===== src/rtl/core/clc_pkg.sv =====
// Shared types and constants for the coefficient level context block.
// Used by the front, store, job queue and back modules; no dependencies.
package clc_pkg;

	localparam int LVL_W      = 4;
	localparam int ROW_LANES  = 8;
	localparam int ROW_W      = LVL_W * ROW_LANES;
	localparam int WORD_AW    = 3;
	localparam int STORE_AW   = WORD_AW + 1;
	localparam int STORE_ROWS = 1 << STORE_AW;
	localparam int JOB_DEPTH  = 2;
	localparam int JOB_PW     = $clog2(JOB_DEPTH);
	localparam int TOTAL_W    = 6;
	localparam int COEF_W     = 16;
	localparam int OUT_W      = 32;

	// One finished grid waiting for emission
	typedef struct packed {
		logic               bank;
		logic               is8;
		logic [TOTAL_W-1:0] total;
	} job_t;

	// Back reports that a bank has been fully read out
	typedef struct packed {
		logic valid;
		logic bank;
	} done_t;

	// Nibble write into the level store
	typedef struct packed {
		logic               en;
		logic               bank;
		logic [WORD_AW-1:0] word;
		logic [2:0]         lane;
		logic [LVL_W-1:0]   level;
	} wr_req_t;

	// Row word read from the level store
	typedef struct packed {
		logic               en;
		logic               bank;
		logic [WORD_AW-1:0] word;
	} rd_req_t;

endpackage


===== src/rtl/core/clc_store.sv =====
// Two-bank level store: 8 row words of 8 nibbles per bank.
// Nibble write port, one registered row read port. Depends on clc_pkg.
module clc_store import clc_pkg::*; (
	input  logic             clk,
	input  wr_req_t          wr,
	input  rd_req_t          rd,
	output logic [ROW_W-1:0] rdata
);

	logic [ROW_W-1:0] mem [STORE_ROWS];
	logic [ROW_W-1:0] rdata_q;

	// Write one level nibble
	always_ff @(posedge clk) begin
		if (wr.en) begin
			mem[{wr.bank, wr.word}][{wr.lane, 2'b00} +: LVL_W] <= wr.level;
		end
	end

	// Read one row word, hold when not reading
	always_ff @(posedge clk) begin
		if (rd.en) begin
			rdata_q <= mem[{rd.bank, rd.word}];
		end
	end

	assign rdata = rdata_q;

endmodule


===== src/rtl/core/clc_job_fifo.sv =====
// Short queue of finished grids between the front and the back.
// Depends on clc_pkg.
module clc_job_fifo import clc_pkg::*; (
	input  logic clk,
	input  logic arst_n,
	input  logic push,
	input  job_t push_job,
	input  logic pop,
	output job_t pop_job,
	output logic not_empty
);

	job_t                slot_q [JOB_DEPTH];
	logic [JOB_PW-1:0]   wptr_q;
	logic [JOB_PW-1:0]   rptr_q;
	logic [JOB_PW:0]     fill_q;

	// Store pushed job
	always_ff @(posedge clk) begin
		if (push) begin
			slot_q[wptr_q] <= push_job;
		end
	end

	// Advance pointers and fill count
	always_ff @(posedge clk or negedge arst_n) begin
		if (!arst_n) begin
			wptr_q <= '0;
			rptr_q <= '0;
			fill_q <= '0;
		end else begin
			if (push) begin
				wptr_q <= wptr_q + 1'b1;
			end
			if (pop) begin
				rptr_q <= rptr_q + 1'b1;
			end
			case ({push, pop})
				2'b10:   fill_q <= fill_q + 1'b1;
				2'b01:   fill_q <= fill_q - 1'b1;
				default: fill_q <= fill_q;
			endcase
		end
	end

	assign pop_job   = slot_q[rptr_q];
	assign not_empty = (fill_q != '0);

endmodule


===== src/rtl/core/clc_front.sv =====
// Front end: accepts coefficients, clamps them, writes levels and sums magnitudes.
// Hands each completed grid to the job queue. Depends on clc_pkg.
module clc_front import clc_pkg::*; (
	input  logic              clk,
	input  logic              arst_n,
	input  logic              cfg_wen,
	input  logic [1:0]        cfg_wdata,
	input  logic              s_tvalid,
	output logic              s_tready,
	input  logic [COEF_W-1:0] s_tdata,
	output wr_req_t           wr,
	output logic              push,
	output job_t              push_job,
	input  done_t             done
);

	logic [1:0]         block_size_q;
	logic [6:0]         cnt_q;
	logic [TOTAL_W-1:0] sum_q;
	logic               wbank_q;
	logic [1:0]         busy_q;

	logic               accept;
	logic               is8;
	logic [7:0]         mag;
	logic [LVL_W-1:0]   level;
	logic [8:0]         sum_wide;
	logic [TOTAL_W-1:0] sum_next;
	logic [6:0]         cnt_next;
	logic               grid_full;
	logic [1:0]         busy_next;

	assign is8      = (block_size_q != 2'd0);
	assign s_tready = !busy_q[wbank_q];
	assign accept   = s_tvalid && s_tready;

	// Clamp to -128..127 and take magnitude
	always_comb begin
		if (s_tdata[COEF_W-1]) begin
			if (s_tdata[COEF_W-1:7] == '1) begin
				mag = 8'(-s_tdata);
			end else begin
				mag = 8'd128;
			end
		end else begin
			if (s_tdata[COEF_W-2:7] != '0) begin
				mag = 8'd127;
			end else begin
				mag = {1'b0, s_tdata[6:0]};
			end
		end
	end

	assign level    = (mag > 8'd15) ? 4'd15 : mag[LVL_W-1:0];
	assign sum_wide = {3'b000, sum_q} + {1'b0, mag};
	assign sum_next = (sum_wide > 9'd63) ? 6'd63 : sum_wide[TOTAL_W-1:0];
	assign cnt_next = cnt_q + 7'd1;
	assign grid_full = is8 ? (cnt_next >= 7'd64) : (cnt_next >= 7'd16);

	// Store write request
	always_comb begin
		wr.en    = accept;
		wr.bank  = wbank_q;
		wr.word  = cnt_q[5:3];
		wr.lane  = cnt_q[2:0];
		wr.level = level;
	end

	// Job for a completed grid
	assign push           = accept && grid_full;
	assign push_job.bank  = wbank_q;
	assign push_job.is8   = is8;
	assign push_job.total = sum_next;

	// Hold configuration
	always_ff @(posedge clk or negedge arst_n) begin
		if (!arst_n) begin
			block_size_q <= 2'd0;
		end else if (cfg_wen) begin
			block_size_q <= cfg_wdata;
		end
	end

	// Advance count and sum, swap banks at grid end
	always_ff @(posedge clk or negedge arst_n) begin
		if (!arst_n) begin
			cnt_q   <= '0;
			sum_q   <= '0;
			wbank_q <= 1'b0;
		end else if (accept) begin
			if (grid_full) begin
				cnt_q   <= '0;
				sum_q   <= '0;
				wbank_q <= !wbank_q;
			end else begin
				cnt_q <= cnt_next;
				sum_q <= sum_next;
			end
		end
	end

	// Mark the filled bank busy, release the bank the back has read out
	always_comb begin
		busy_next = busy_q;
		if (push) begin
			busy_next[wbank_q] = 1'b1;
		end
		if (done.valid) begin
			busy_next[done.bank] = 1'b0;
		end
	end

	// Track banks that hold grids not yet emitted
	always_ff @(posedge clk or negedge arst_n) begin
		if (!arst_n) begin
			busy_q <= '0;
		end else begin
			busy_q <= busy_next;
		end
	end

endmodule


===== src/rtl/core/clc_back.sv =====
// Back end: walks a stored grid in raster order with a three-row window
// and computes level, base and range contexts. Depends on clc_pkg.
module clc_back import clc_pkg::*; (
	input  logic              clk,
	input  logic              arst_n,
	input  logic              job_ready,
	input  job_t              job_in,
	output logic              pop,
	output rd_req_t           rd,
	input  logic [ROW_W-1:0]  rdata,
	output done_t             done,
	output logic              m_tvalid,
	input  logic              m_tready,
	output logic [OUT_W-1:0]  m_tdata,
	output logic              m_tlast
);

	typedef enum logic [2:0] {
		ST_IDLE = 3'b001,
		ST_LOAD = 3'b010,
		ST_EMIT = 3'b100
	} state_t;

	localparam logic [3:0] BASE_OFFSET [8] = '{
		4'd0, 4'd1, 4'd6, 4'd6, 4'd11, 4'd11, 4'd11, 4'd11
	};

	state_t           state_q;
	job_t             job_q;
	logic [2:0]       row_q;
	logic [2:0]       col_q;
	logic [1:0]       ld_q;
	logic [ROW_W-1:0] win0_q;
	logic [ROW_W-1:0] win1_q;
	logic [ROW_W-1:0] win2_q;
	logic             rd_half_q;
	logic             rd_zero_q;
	logic             out_valid_q;
	logic [OUT_W-1:0] out_data_q;
	logic             out_last_q;

	logic [3:0]       rd_row;
	logic [ROW_W-1:0] fetched;
	logic             advance;
	logic [2:0]       side_m1;
	logic             row_end;
	logic             grid_end;

	logic [3:0]       c1;
	logic [3:0]       c2;
	logic [LVL_W-1:0] lv_self;
	logic [LVL_W-1:0] lv_right;
	logic [LVL_W-1:0] lv_right2;
	logic [LVL_W-1:0] lv_below;
	logic [LVL_W-1:0] lv_diag;
	logic [LVL_W-1:0] lv_below2;
	logic [3:0]       bsum;
	logic [4:0]       bhalf;
	logic [2:0]       bcap;
	logic [3:0]       boff;
	logic [LVL_W-1:0] bctx;
	logic [5:0]       rsum;
	logic [4:0]       rhalf;
	logic [2:0]       rcap;
	logic [4:0]       roff;
	logic [4:0]       range_ctx;
	logic [3:0]       diag;
	logic [5:0]       position;

	function automatic logic [LVL_W-1:0] lane_at(logic [ROW_W-1:0] w, logic [3:0] idx);
		logic [LVL_W-1:0] v;
		v = idx[3] ? '0 : w[{idx[2:0], 2'b00} +: LVL_W];
		return v;
	endfunction

	function automatic logic [1:0] cap3(logic [LVL_W-1:0] v);
		logic [1:0] c;
		c = (v > 4'd3) ? 2'd3 : v[1:0];
		return c;
	endfunction

	assign side_m1  = job_q.is8 ? 3'd7 : 3'd3;
	assign row_end  = (col_q == side_m1);
	assign grid_end = row_end && (row_q == side_m1);
	assign advance  = (state_q == ST_EMIT) && (!out_valid_q || m_tready);
	assign pop      = (state_q == ST_IDLE) && job_ready;

	// Pick the row to fetch: preload rows, then the row three ahead
	assign rd_row = (state_q == ST_LOAD) ? {2'b00, ld_q} : ({1'b0, row_q} + 4'd3);

	always_comb begin
		rd.en   = ((state_q == ST_LOAD) && (ld_q != 2'd3))
		       || ((state_q == ST_EMIT) && (col_q == 3'd0));
		rd.bank = job_q.bank;
		rd.word = job_q.is8 ? rd_row[2:0] : {1'b0, rd_row[2:1]};
	end

	// Unpack fetched word into an 8-lane row, zero outside the grid
	always_comb begin
		if (rd_zero_q) begin
			fetched = '0;
		end else if (job_q.is8) begin
			fetched = rdata;
		end else if (rd_half_q) begin
			fetched = {{(ROW_W/2){1'b0}}, rdata[ROW_W-1:ROW_W/2]};
		end else begin
			fetched = {{(ROW_W/2){1'b0}}, rdata[ROW_W/2-1:0]};
		end
	end

	// Neighbor levels
	assign c1        = {1'b0, col_q} + 4'd1;
	assign c2        = {1'b0, col_q} + 4'd2;
	assign lv_self   = lane_at(win0_q, {1'b0, col_q});
	assign lv_right  = lane_at(win0_q, c1);
	assign lv_right2 = lane_at(win0_q, c2);
	assign lv_below  = lane_at(win1_q, {1'b0, col_q});
	assign lv_diag   = lane_at(win1_q, c1);
	assign lv_below2 = lane_at(win2_q, {1'b0, col_q});

	// Base context
	assign bsum  = {2'b00, cap3(lv_right)} + {2'b00, cap3(lv_below)} + {2'b00, cap3(lv_diag)}
	             + {2'b00, cap3(lv_right2)} + {2'b00, cap3(lv_below2)};
	assign bhalf = ({1'b0, bsum} + 5'd1) >> 1;
	assign bcap  = (bhalf > 5'd4) ? 3'd4 : bhalf[2:0];
	assign diag  = {1'b0, row_q} + {1'b0, col_q};
	assign boff  = (diag > 4'd7) ? BASE_OFFSET[7] : BASE_OFFSET[diag[2:0]];
	assign bctx  = 4'({1'b0, bcap} + boff);

	// Range context
	assign rsum  = {2'b00, lv_right} + {2'b00, lv_below} + {2'b00, lv_diag};
	assign rhalf = 5'(({1'b0, rsum} + 7'd1) >> 1);
	assign rcap  = (rhalf > 5'd6) ? 3'd6 : rhalf[2:0];
	always_comb begin
		if (diag == 4'd0) begin
			roff = 5'd0;
		end else if ((row_q < 3'd2) && (col_q < 3'd2)) begin
			roff = 5'd7;
		end else begin
			roff = 5'd14;
		end
	end
	assign range_ctx = {2'b00, rcap} + roff;

	assign position = job_q.is8 ? {row_q, col_q} : {2'b00, row_q[1:0], col_q[1:0]};

	// Sequencer
	always_ff @(posedge clk or negedge arst_n) begin
		if (!arst_n) begin
			state_q <= ST_IDLE;
			ld_q    <= '0;
			row_q   <= '0;
			col_q   <= '0;
		end else begin
			unique case (state_q)
				ST_IDLE: begin
					if (job_ready) begin
						ld_q    <= '0;
						state_q <= ST_LOAD;
					end
				end
				ST_LOAD: begin
					ld_q <= ld_q + 2'd1;
					if (ld_q == 2'd3) begin
						row_q   <= '0;
						col_q   <= '0;
						state_q <= ST_EMIT;
					end
				end
				ST_EMIT: begin
					if (advance) begin
						if (grid_end) begin
							state_q <= ST_IDLE;
						end else if (row_end) begin
							row_q <= row_q + 3'd1;
							col_q <= '0;
						end else begin
							col_q <= col_q + 3'd1;
						end
					end
				end
				default: state_q <= ST_IDLE;
			endcase
		end
	end

	// Latch job, read flags and row window
	always_ff @(posedge clk) begin
		if (pop) begin
			job_q <= job_in;
		end
		if (rd.en) begin
			rd_half_q <= rd_row[0];
			rd_zero_q <= job_q.is8 ? rd_row[3] : (rd_row >= 4'd4);
		end
		if (state_q == ST_LOAD) begin
			if (ld_q == 2'd1) begin
				win0_q <= fetched;
			end
			if (ld_q == 2'd2) begin
				win1_q <= fetched;
			end
			if (ld_q == 2'd3) begin
				win2_q <= fetched;
			end
		end else if (advance && row_end) begin
			win0_q <= win1_q;
			win1_q <= win2_q;
			win2_q <= fetched;
		end
	end

	// Output register
	always_ff @(posedge clk or negedge arst_n) begin
		if (!arst_n) begin
			out_valid_q <= 1'b0;
		end else if (advance) begin
			out_valid_q <= 1'b1;
		end else if (m_tready) begin
			out_valid_q <= 1'b0;
		end
	end

	always_ff @(posedge clk) begin
		if (advance) begin
			out_data_q <= {7'd0, job_q.total, range_ctx, bctx, lv_self, position};
			out_last_q <= grid_end;
		end
	end

	assign done.valid = advance && grid_end;
	assign done.bank  = job_q.bank;
	assign m_tvalid   = out_valid_q;
	assign m_tdata    = out_data_q;
	assign m_tlast    = out_last_q;

endmodule


===== src/rtl/core/coeff_level_context_derive.sv =====
// Top level of the coefficient level context block.
// Instantiates clc_front, clc_store, clc_job_fifo and clc_back; depends on clc_pkg.
//
// Coefficients enter one per cycle in raster order (16 for a 4x4 grid, 64 for the
// top-left 8x8 corner). After the last one, a result per position leaves in raster
// order, one per cycle while m_tready is high, after the row window is preloaded
// with three rows from the level store's single read port. The store has two banks,
// so a new grid loads while the previous one is emitted; input stalls only while both
// banks hold grids not yet emitted. The level store needs no clearing after reset.
// block_size must be written only while no grid is in flight; the block itself does
// not enforce this.
module coeff_level_context_derive import clc_pkg::*; (
	input  logic              clk,
	input  logic              arst_n,
	input  logic              cfg_wen,
	input  logic [1:0]        cfg_wdata,   // block_size
	input  logic              s_tvalid,
	output logic              s_tready,
	input  logic [COEF_W-1:0] s_tdata,     // [15:0] coefficient
	output logic              m_tvalid,
	input  logic              m_tready,
	output logic [OUT_W-1:0]  m_tdata,     // [5:0] position, [9:6] level,
	                                       // [13:10] base_context, [18:14] range_context,
	                                       // [24:19] total_level, [31:25] zero
	output logic              m_tlast      // last_of_block
);

	wr_req_t          wr;
	rd_req_t          rd;
	logic [ROW_W-1:0] rdata;
	logic             push;
	job_t             push_job;
	logic             pop;
	job_t             pop_job;
	logic             job_ready;
	done_t            done;

	clc_front u_front (
		.clk      (clk),
		.arst_n   (arst_n),
		.cfg_wen  (cfg_wen),
		.cfg_wdata(cfg_wdata),
		.s_tvalid (s_tvalid),
		.s_tready (s_tready),
		.s_tdata  (s_tdata),
		.wr       (wr),
		.push     (push),
		.push_job (push_job),
		.done     (done)
	);

	clc_store u_store (
		.clk  (clk),
		.wr   (wr),
		.rd   (rd),
		.rdata(rdata)
	);

	clc_job_fifo u_fifo (
		.clk      (clk),
		.arst_n   (arst_n),
		.push     (push),
		.push_job (push_job),
		.pop      (pop),
		.pop_job  (pop_job),
		.not_empty(job_ready)
	);

	clc_back u_back (
		.clk      (clk),
		.arst_n   (arst_n),
		.job_ready(job_ready),
		.job_in   (pop_job),
		.pop      (pop),
		.rd       (rd),
		.rdata    (rdata),
		.done     (done),
		.m_tvalid (m_tvalid),
		.m_tready (m_tready),
		.m_tdata  (m_tdata),
		.m_tlast  (m_tlast)
	);

endmodule


===== config.mk =====
export PLATFORM = sky130hd
export DESIGN_NAME = coeff_level_context_derive
export DESIGN_NICKNAME = d
export VERILOG_FILES = /design/src/rtl/core/clc_pkg.sv /design/src/rtl/core/clc_store.sv /design/src/rtl/core/clc_job_fifo.sv /design/src/rtl/core/clc_front.sv /design/src/rtl/core/clc_back.sv /design/src/rtl/core/coeff_level_context_derive.sv
export SDC_FILE = /design/constraint.sdc
export NUM_CORES = 1
export LEC_CHECK = 0
export ABC_AREA = 0
export BUFFER_PORTS_ARGS = -buffer_cell sky130_fd_sc_hd__buf_2
export CAP_MARGIN = 20
export CORE_MARGIN = 1.5
export CORE_UTILIZATION = 50
export CTS_BUF_LIST = sky130_fd_sc_hd__clkbuf_16
export DETAILED_ROUTE_END_ITERATION = 12
export GPL_ROUTABILITY_DRIVEN = 0
export PLACE_DENSITY = 0.66
export SYNTH_ARGS = -nofsm -noshare
export SYNTH_HDL_FRONTEND = slang
export SYNTH_SLANG_ARGS = --single-unit
export TNS_END_PERCENT = 50

===== constraint.sdc =====
create_clock -name clk -period 8.23 [get_ports clk]
set_clock_uncertainty 0.1 [all_clocks]
set_input_delay 0.823 -clock clk [delete_from_list [all_inputs] [get_ports clk]]
set_output_delay 0.823 -clock clk [all_outputs]
set_load 0.02 [all_outputs]

Yosys cells after proc, flatten, opt, wreduce, memory -nomap -nowiden
Memories as Yosys holds them, arrays and structs flattened. A register that Yosys moved wholly into a read port is not among the register bits.
Cells that the tools add are included.
- shift operators: 8
- reduce and logical (&&, ||, !) cells: 35
- $lt $le $gt $ge: 20
- multiplexer cells: 71
- bitwise operators: 4
- equality and inequality tests: 20
- add/sub/neg operators: 25
- operators by type and width (operator ; number):
    two-way mux 32 bit ; 12
    variable part select 32 x 6 -> 4 bit ; 6
    two-way mux 3 bit ; 15
    two-way mux 4 bit ; 10
    variable shift 4 x 7 -> 32 bit, first input constant ; 1
    variable part select 4 x 7 -> 32 bit ; 1
    greater-than comparator 4 x 2 -> 1 bit, second input constant ; 5
    two-way mux 16 bit ; 1
    two-way mux 2 bit ; 8
    two-way mux 8 bit ; 2
    two-way mux 7 bit ; 2
    nonzero test 2 bit ; 7
    adder 4 x 2 -> 4 bit ; 3
    logical AND 1 bit ; 12
    two-way mux 6 bit ; 2
    one-hot mux 3 bit (2 select lines) ; 2
    two-way mux 1 bit ; 11
    != test 2 bit, second input constant ; 5
    AND reduction 2 bit ; 5
    adder 6 x 8 -> 9 bit ; 1
    == test 9 bit, second input constant ; 1
    greater-than comparator 9 x 6 -> 1 bit, second input constant ; 1
    one-hot mux 3 bit (3 select lines) ; 1
    adder 3 x 2 -> 4 bit, second input constant ; 2
    other kinds (47) ; 67
- ROM bits: 32
- output and inout port bits: 35
- register bits: 158
- bits of input ports: 23
- memories kept: 3
- bits in writable memories: 528
- logic and storage cells: 207
- memory list (name ; depth ; width ; read ports ; clocked after memory_dff ; write ports ; line ; text):
    u_store.mem ; 16 ; 32 ; 1 ; 1 ; 1 ; clc_store.sv:10 ; logic [ROW_W-1:0] mem [STORE_ROWS];
    (no name shown) ; 8 ; 4 ; 1 ; 0 ; 0 ; clc_back.sv:127 ; assign boff = (diag > 4'd7) ? BASE_OFFSET[7] : BASE_OFFSET[diag[2:0]];
    u_fifo.slot_q ; 2 ; 8 ; 1 ; 1 ; 1 ; clc_job_fifo.sv:13 ; job_t slot_q [JOB_DEPTH];

Logic depth before layout (Yosys ltp)
- depth in word-level cells: 13
- mapped depth: 28
- gate-level depth less buffers: 22

Hierarchy
Synthesis repeated with hierarchy kept, for this count alone.
- cells, all modules: 1973
- area total of the unflattened synthesis: 31749.2 um^2
- by module, submodules not included (module ; sequential area each (um^2) ; area an instance (um^2) ; cells an instance ; instances):
    clc_store ; 16335.7 ; 21132.8 ; 1070 ; 1
    clc_back ; 4265.3 ; 8344.3 ; 679 ; 1
    clc_front ; 450.4 ; 1516.5 ; 184 ; 1
    clc_job_fifo ; 580.6 ; 755.7 ; 40 ; 1

Worst setup path after synthesis
OpenSTA, ideal clock, no wires.
- kind: flip-flop to flip-flop
- from: reg u_back.col_q[0]
- to: reg u_back.out_data_q[13] (netlist: u_back.m_tdata[13]), data pin
- stages on the path, launching flop included: 27
- arrival time: 7051 ps
- required time: 7862 ps
- clock period less this slack: 7419 ps
- library setup time: 268 ps
- slack: 811 ps
- buffers on the path: 6
- cells stage by stage: dfrtp_1 > buf_2 > buf_1 > clkbuf_1 > clkbuf_1 > inv_1 > ha_1 > clkbuf_1 > clkbuf_1 > mux4_2 > mux2i_1 > nor2_1 > nor3_1 > fa_1 > fa_1 > inv_1 > fa_1 > ha_1 > inv_1 > fa_1 > xor2_1 > xor2_1 > o31ai_1 > ha_1 > a21o_1 > a21oi_1 > xor2_1
- cells in the longest elaborated chain, start to end: 13
- elaborated cells on any way between the ends: 35
- those cells by class: add/sub (9); order compare (7); shift (5); mux (12); bitwise (1); memory (1)
- RTL lines (element ; line ; text):
    start: declaration ; clc_back.sv:31 ; logic [2:0] col_q;
    start signal: assignment ; clc_back.sv:178 ; col_q <= col_q + 3'd1;
    adder 3 x 1 -> 4 bit ; clc_back.sv:112 ; assign c1 = {1'b0, col_q} + 4'd1;
    variable part select 32 x 6 -> 4 bit ; clc_back.sv:72 ; v = idx[3] ? '0 : w[{idx[2:0], 2'b00} +: LVL_W];
    two-way mux 4 bit ; clc_back.sv:72 ;
    greater-than comparator 4 x 2 -> 1 bit ; clc_back.sv:78 ; c = (v > 4'd3) ? 2'd3 : v[1:0];
    two-way mux 2 bit ; clc_back.sv:78 ;
    adder 2 x 2 -> 3 bit ; clc_back.sv:122 ; assign bsum = {2'b00, cap3(lv_right)} + {2'b00, cap3(lv_below)} + {2'b00, cap3(lv_diag)}
    adder 4 x 2 -> 4 bit ; clc_back.sv:122 ;
    adder 4 x 2 -> 4 bit (2 in a row) ; clc_back.sv:123 ; + {2'b00, cap3(lv_right2)} + {2'b00, cap3(lv_below2)};
    adder 4 x 1 -> 5 bit ; clc_back.sv:124 ; assign bhalf = ({1'b0, bsum} + 5'd1) >> 1;
    greater-than comparator 4 x 3 -> 1 bit ; clc_back.sv:125 ; assign bcap = (bhalf > 5'd4) ? 3'd4 : bhalf[2:0];
    two-way mux 3 bit ; clc_back.sv:125 ;
    adder 3 x 4 -> 4 bit (*) ; clc_back.sv:128 ; assign bctx = 4'({1'b0, bcap} + boff);
    named net u_back.bctx[3] ; clc_back.sv:61 ; logic [LVL_W-1:0] bctx;
    end signal: assignment ; clc_back.sv:226 ; out_data_q <= {7'd0, job_q.total, range_ctx, bctx, lv_self, position};
    end: declaration ; clc_back.sv:39 ; logic [OUT_W-1:0] out_data_q;
The timed path passes the listed nets; every way through them passes the cells marked *. The select of a mux whose other input is x is not followed.
A chain may end at the register's enable or synchronous reset.

Final worst setup path
Ends and elaborated chain as after synthesis.

==> reports/results.txt <==
The flow ran to the end, and the final reports show no timing, DRC or antenna violations. The count of max-cap constraint violations was 0; the synthesis warning total was 0. The biggest area contributor in the post-synthesis netlist is sky130_fd_sc_hd__edfxtp_1. Once detail routing completed, the nets flagged for antenna violations numbered 0. The share of synthesized area in the top cell type comes to 64.81%. After clock tree synthesis, the setup repair step added 0 buffers. After the first detailed-routing iteration, the DRC count stood at 1909. The number of input and output port buffers inserted works out to 50. The commonest non-fill, non-tap cell in the layout is sky130_fd_sc_hd__edfxtp_1. Measured against its own limit, the worst slew margin works out to 17.78%. TritonCTS buffer count: 76. The site row count was 92. Setup total negative slack on the finished layout was measured at 0 ns. STA classifies the critical path endpoint as a register. For this run, the leading register cell type out of synthesis is sky130_fd_sc_hd__edfxtp_1. Setup repair after global routing left no endpoint under its margin.

The tools report the startpoint type of the worst setup path as a register. In the final routed layout, each cell accounts on average for 24.89 um. The post-synthesis area per instance was 14.23 um^2; the clock insertion delay at the later pin of the skew report was 0.64 ns. The clock slew at the register clock pins of the worst setup and hold paths was 0.06 ns. The number of hold violations in the final report was 0. In this run the power density over the cells is 329.1 nW/um^2. The via count is 19610, and the detailed-placement wirelength estimate is 50900 um. The routed design could run at a clock period as short as 6.950 ns. At the end of the flow the core is filled with cells to 56.55%.

The share of final-layout standard cells stronger than drive strength 1 is 12.82%, and the total of endpoints with negative setup slack in the final report is 0. Entering global routing, the biggest net connects 129 pins. In this run the cell area of the synthesized design comes to 32060 um^2.

For the synthesized instance count, the log shows 2253. The number of detailed-route iterations in the first pass came out at 6. The initial antenna violation count came out at 0.

The number of gates resized after CTS was 0. No sink is reached through more buffers than the 3 on the longest clock path. The flip-flop and latch count after synthesis works out to 726. The number of antenna diodes in the final layout is 0. The die width works out to 256.2 um.

The number of hold-repair buffers added at the cts stage is 0, and the final layout net count is 2367. The critical path start-end classification was register to register. The tools report the sequential cell area as 21630 um^2.

Data on the critical path is required at its endpoint by 8.50 ns. The first global-routing pass estimated 119500 um of wire. The worst hold path belongs to the class primary input to asynchronous set/reset pin. The final cycle utilization of the critical path came out at 84.45%. The tools report the overall routed net length as 79680 um. Sequential elements use 67.46% of the synthesized area. Clock sink total: 726. For the worst setup path, the data arrival time is 7.22 ns. Compared with the post-synthesis result, the final layout area differs by 11.46%. The proportion of synthesized flip-flops having asynchronous set or reset was 4.683%; the vertical die dimension was 256.2 um. During I/O placement, the number of pins put on the boundary was 58. Global routing finished with a remaining overflow of 0.

For this run, design rule violations remaining after detail routing come to 0. The clock tree root driver cell is sky130_fd_sc_hd__clkbuf_16. At the pin with the least slew margin, the transition time is 1.227 ns. The H-tree generated during clock tree synthesis spans 3 levels.

The die covers 65660 um^2. In the layout the commonest cells are sky130_fd_sc_hd__edfxtp_1, sky130_fd_sc_hd__nor2_1, sky130_fd_sc_hd__nand2_1. Dividing the detail-routed via count by the number of cells gives 6.127. The final count of pins violating max slew came out at 0. Based on the critical path, the design can be clocked at up to 0.1439 GHz.

Yosys mapped the design onto 66 distinct sky130hd cell types. The placeable core region is 63200 um^2. The overall power of the completed layout came out at 0.01176 W. The synthesized design contains 692 enable-type register cells. The maximum fanout encountered on the critical timing path works out to 37.

TritonCTS built the clock tree. Fill cells in the final layout number 4982. Global routing used 24.15% of the available tracks across all layers.

The number of global-route vias before repair is 19620. In the post-synthesis netlist, the biggest area contributors are sky130_fd_sc_hd__edfxtp_1, sky130_fd_sc_hd__mux2i_1, sky130_fd_sc_hd__mux4_2. IR analysis of the VDD net gives a maximum drop of 321.8 uV.

The multi-input combinational cells in the finished layout cover a total of 9768 um^2. For this design the static power due to leakage is 12.15 nW. For this configuration, the core starts out at a cell density of 50.74%.
[cell families (layout without fill, tap and decap cells)]
family / after synthesis / count (layout) / share of synthesized area (%)
buffers and inverters: 187 / 283 / 2.439
adder cells (fa/ha/maj): 52 / 52 / 2.287
multiplexers: 229 / 229 / 8.854
XOR/XNOR: 24 / 24 / 0.6556
AO/OA/AOI/OAI: 441 / 441 / 10.10
flip-flops: 726 / 726 / 67.46
other: 1 / 7 / 0.01170
AND/OR/NAND/NOR: 593 / 593 / 8.187
[worst paths after layout]
kind / from / to / slack, ns / cells past startpoint
max: u_back.col_q[0] / u_back.m_tdata[13] / 1.28 / 20
min: arst_n / u_front.block_size_q[0] / 0.18 / 1
max reg2reg: u_back.col_q[0] / u_back.m_tdata[13] / 1.28 / 20
min reg2reg: u_back.job_q[0] / u_back.m_tdata[19] / 0.32 / 0
max in group asynchronous: arst_n / u_back.col_q[0] / 7.29 / 1
min in group clk: u_back.job_q[0] / u_back.m_tdata[19] / 0.32 / 0
[area by class of cell]
| cell class | instances | area share [%] |
|---|---|---|
| clock buffers | 77 | 5.391 |
| clock inverters | 64 | 1.411 |
| inverters | 39 | 0.4096 |
| multi-input cells | 1346 | 27.33 |
| flip-flops and latches | 726 | 60.53 |
| well taps | 846 | 2.962 |
| repair buffers | 103 | 1.964 |
[registers in the layout (all words and copies together) (netlist names), 2 cells and up]
| name | count |
|---|---|
| u_back.job_q | 7 |
| u_fifo.fill_q | 2 |
| u_front.cnt_q | 7 |
| u_fifo.slot_q | 16 |
| u_back.win1_q | 32 |
| u_back.win2_q | 32 |
| u_back.m_tdata | 25 |
| u_front.block_size_q | 2 |
| u_front.sum_q | 6 |
| u_back.state_q | 3 |
| u_back.ld_q | 2 |
| u_back.row_q | 3 |
| u_back.col_q | 3 |
| u_front.busy_q | 2 |
| u_back.win0_q | 32 |
| u_store.mem | 512 |
| u_store.rdata | 32 |
[synthesized netlist by cell type (all sizes together) (5+ instances only)]
cell and count:
a221oi 62, a21o 40, mux2 14, a32oi 32, nand2b 8, and2 44, a21oi 86, nor2 217
a22o 33, clkbuf 95, a311o 31, nand2 214, xor2 16, mux2i 173, mux4 42, nor2b 12
ha 41, fa 11, or2 5, o21ai 25, xnor2 8, nor3 23, nand4 6, inv 39
edfxtp 692, buf 53, o221ai 31, dfrtp 33, o22ai 70, nand3 31, nor3b 8, or3 7
[per-stage QoR]
stage / std cells / setup slack [ns] / hold slack [ns] / cell area, um^2
floorplan: 2259 / 0.8111 / 0.3003 / 32090
global placement: 3031 / 1.366 / 0.3019 / 33050
detailed placement: 3036 / 1.233 / 0.3045 / 33110
CTS: 3177 / 1.226 / 0.1974 / 35540
global route: 3201 / 0.7172 / 0.2303 / 35740
finish: 3201 / 1.280 / 0.1800 / 35740
[where the power goes]
group	leakage (nW)	internal, W	switching [W]
registers	6.74	0.00466	0.000209
clock network	1.25	0.00188	0.00144
logic	4.16	0.00128	0.00230
total	12.2	0.00782	0.00395
[per-layer routing]
| layer | part of all wire, % | vias up | GRT usage [%] |
|---|---|---|---|
| met1 | 41 | 9880 | 31.36 |
| met5 | 0 | - | 0 |
| met3 | 6.7 | 199 | 4.715 |
| met2 | 48 | 711 | 39.22 |
| met4 | 4.9 | 0 | 11.49 |
| li1 | - | 8823 | - |
[worst max-delay path: stages (launching register included)]
cell	delay, ns
sky130_fd_sc_hd__dfrtp_2	0.88
sky130_fd_sc_hd__inv_1	0.10
sky130_fd_sc_hd__ha_1	0.82
sky130_fd_sc_hd__mux4_2	0.42
sky130_fd_sc_hd__mux2i_1	0.21
sky130_fd_sc_hd__nor2_1	0.09
sky130_fd_sc_hd__nor3_1	0.27
sky130_fd_sc_hd__fa_1	0.49
sky130_fd_sc_hd__fa_1	0.55
sky130_fd_sc_hd__inv_1	0.06
sky130_fd_sc_hd__fa_1	0.54
sky130_fd_sc_hd__ha_1	0.14
sky130_fd_sc_hd__inv_1	0.04
sky130_fd_sc_hd__fa_1	0.37
sky130_fd_sc_hd__xor2_1	0.31
sky130_fd_sc_hd__xor2_1	0.11
sky130_fd_sc_hd__o31ai_1	0.43
sky130_fd_sc_hd__ha_1	0.31
sky130_fd_sc_hd__a21o_1	0.17
sky130_fd_sc_hd__a21oi_1	0.17
sky130_fd_sc_hd__xor2_1	0.08
(Power assumes the default switching activity.)
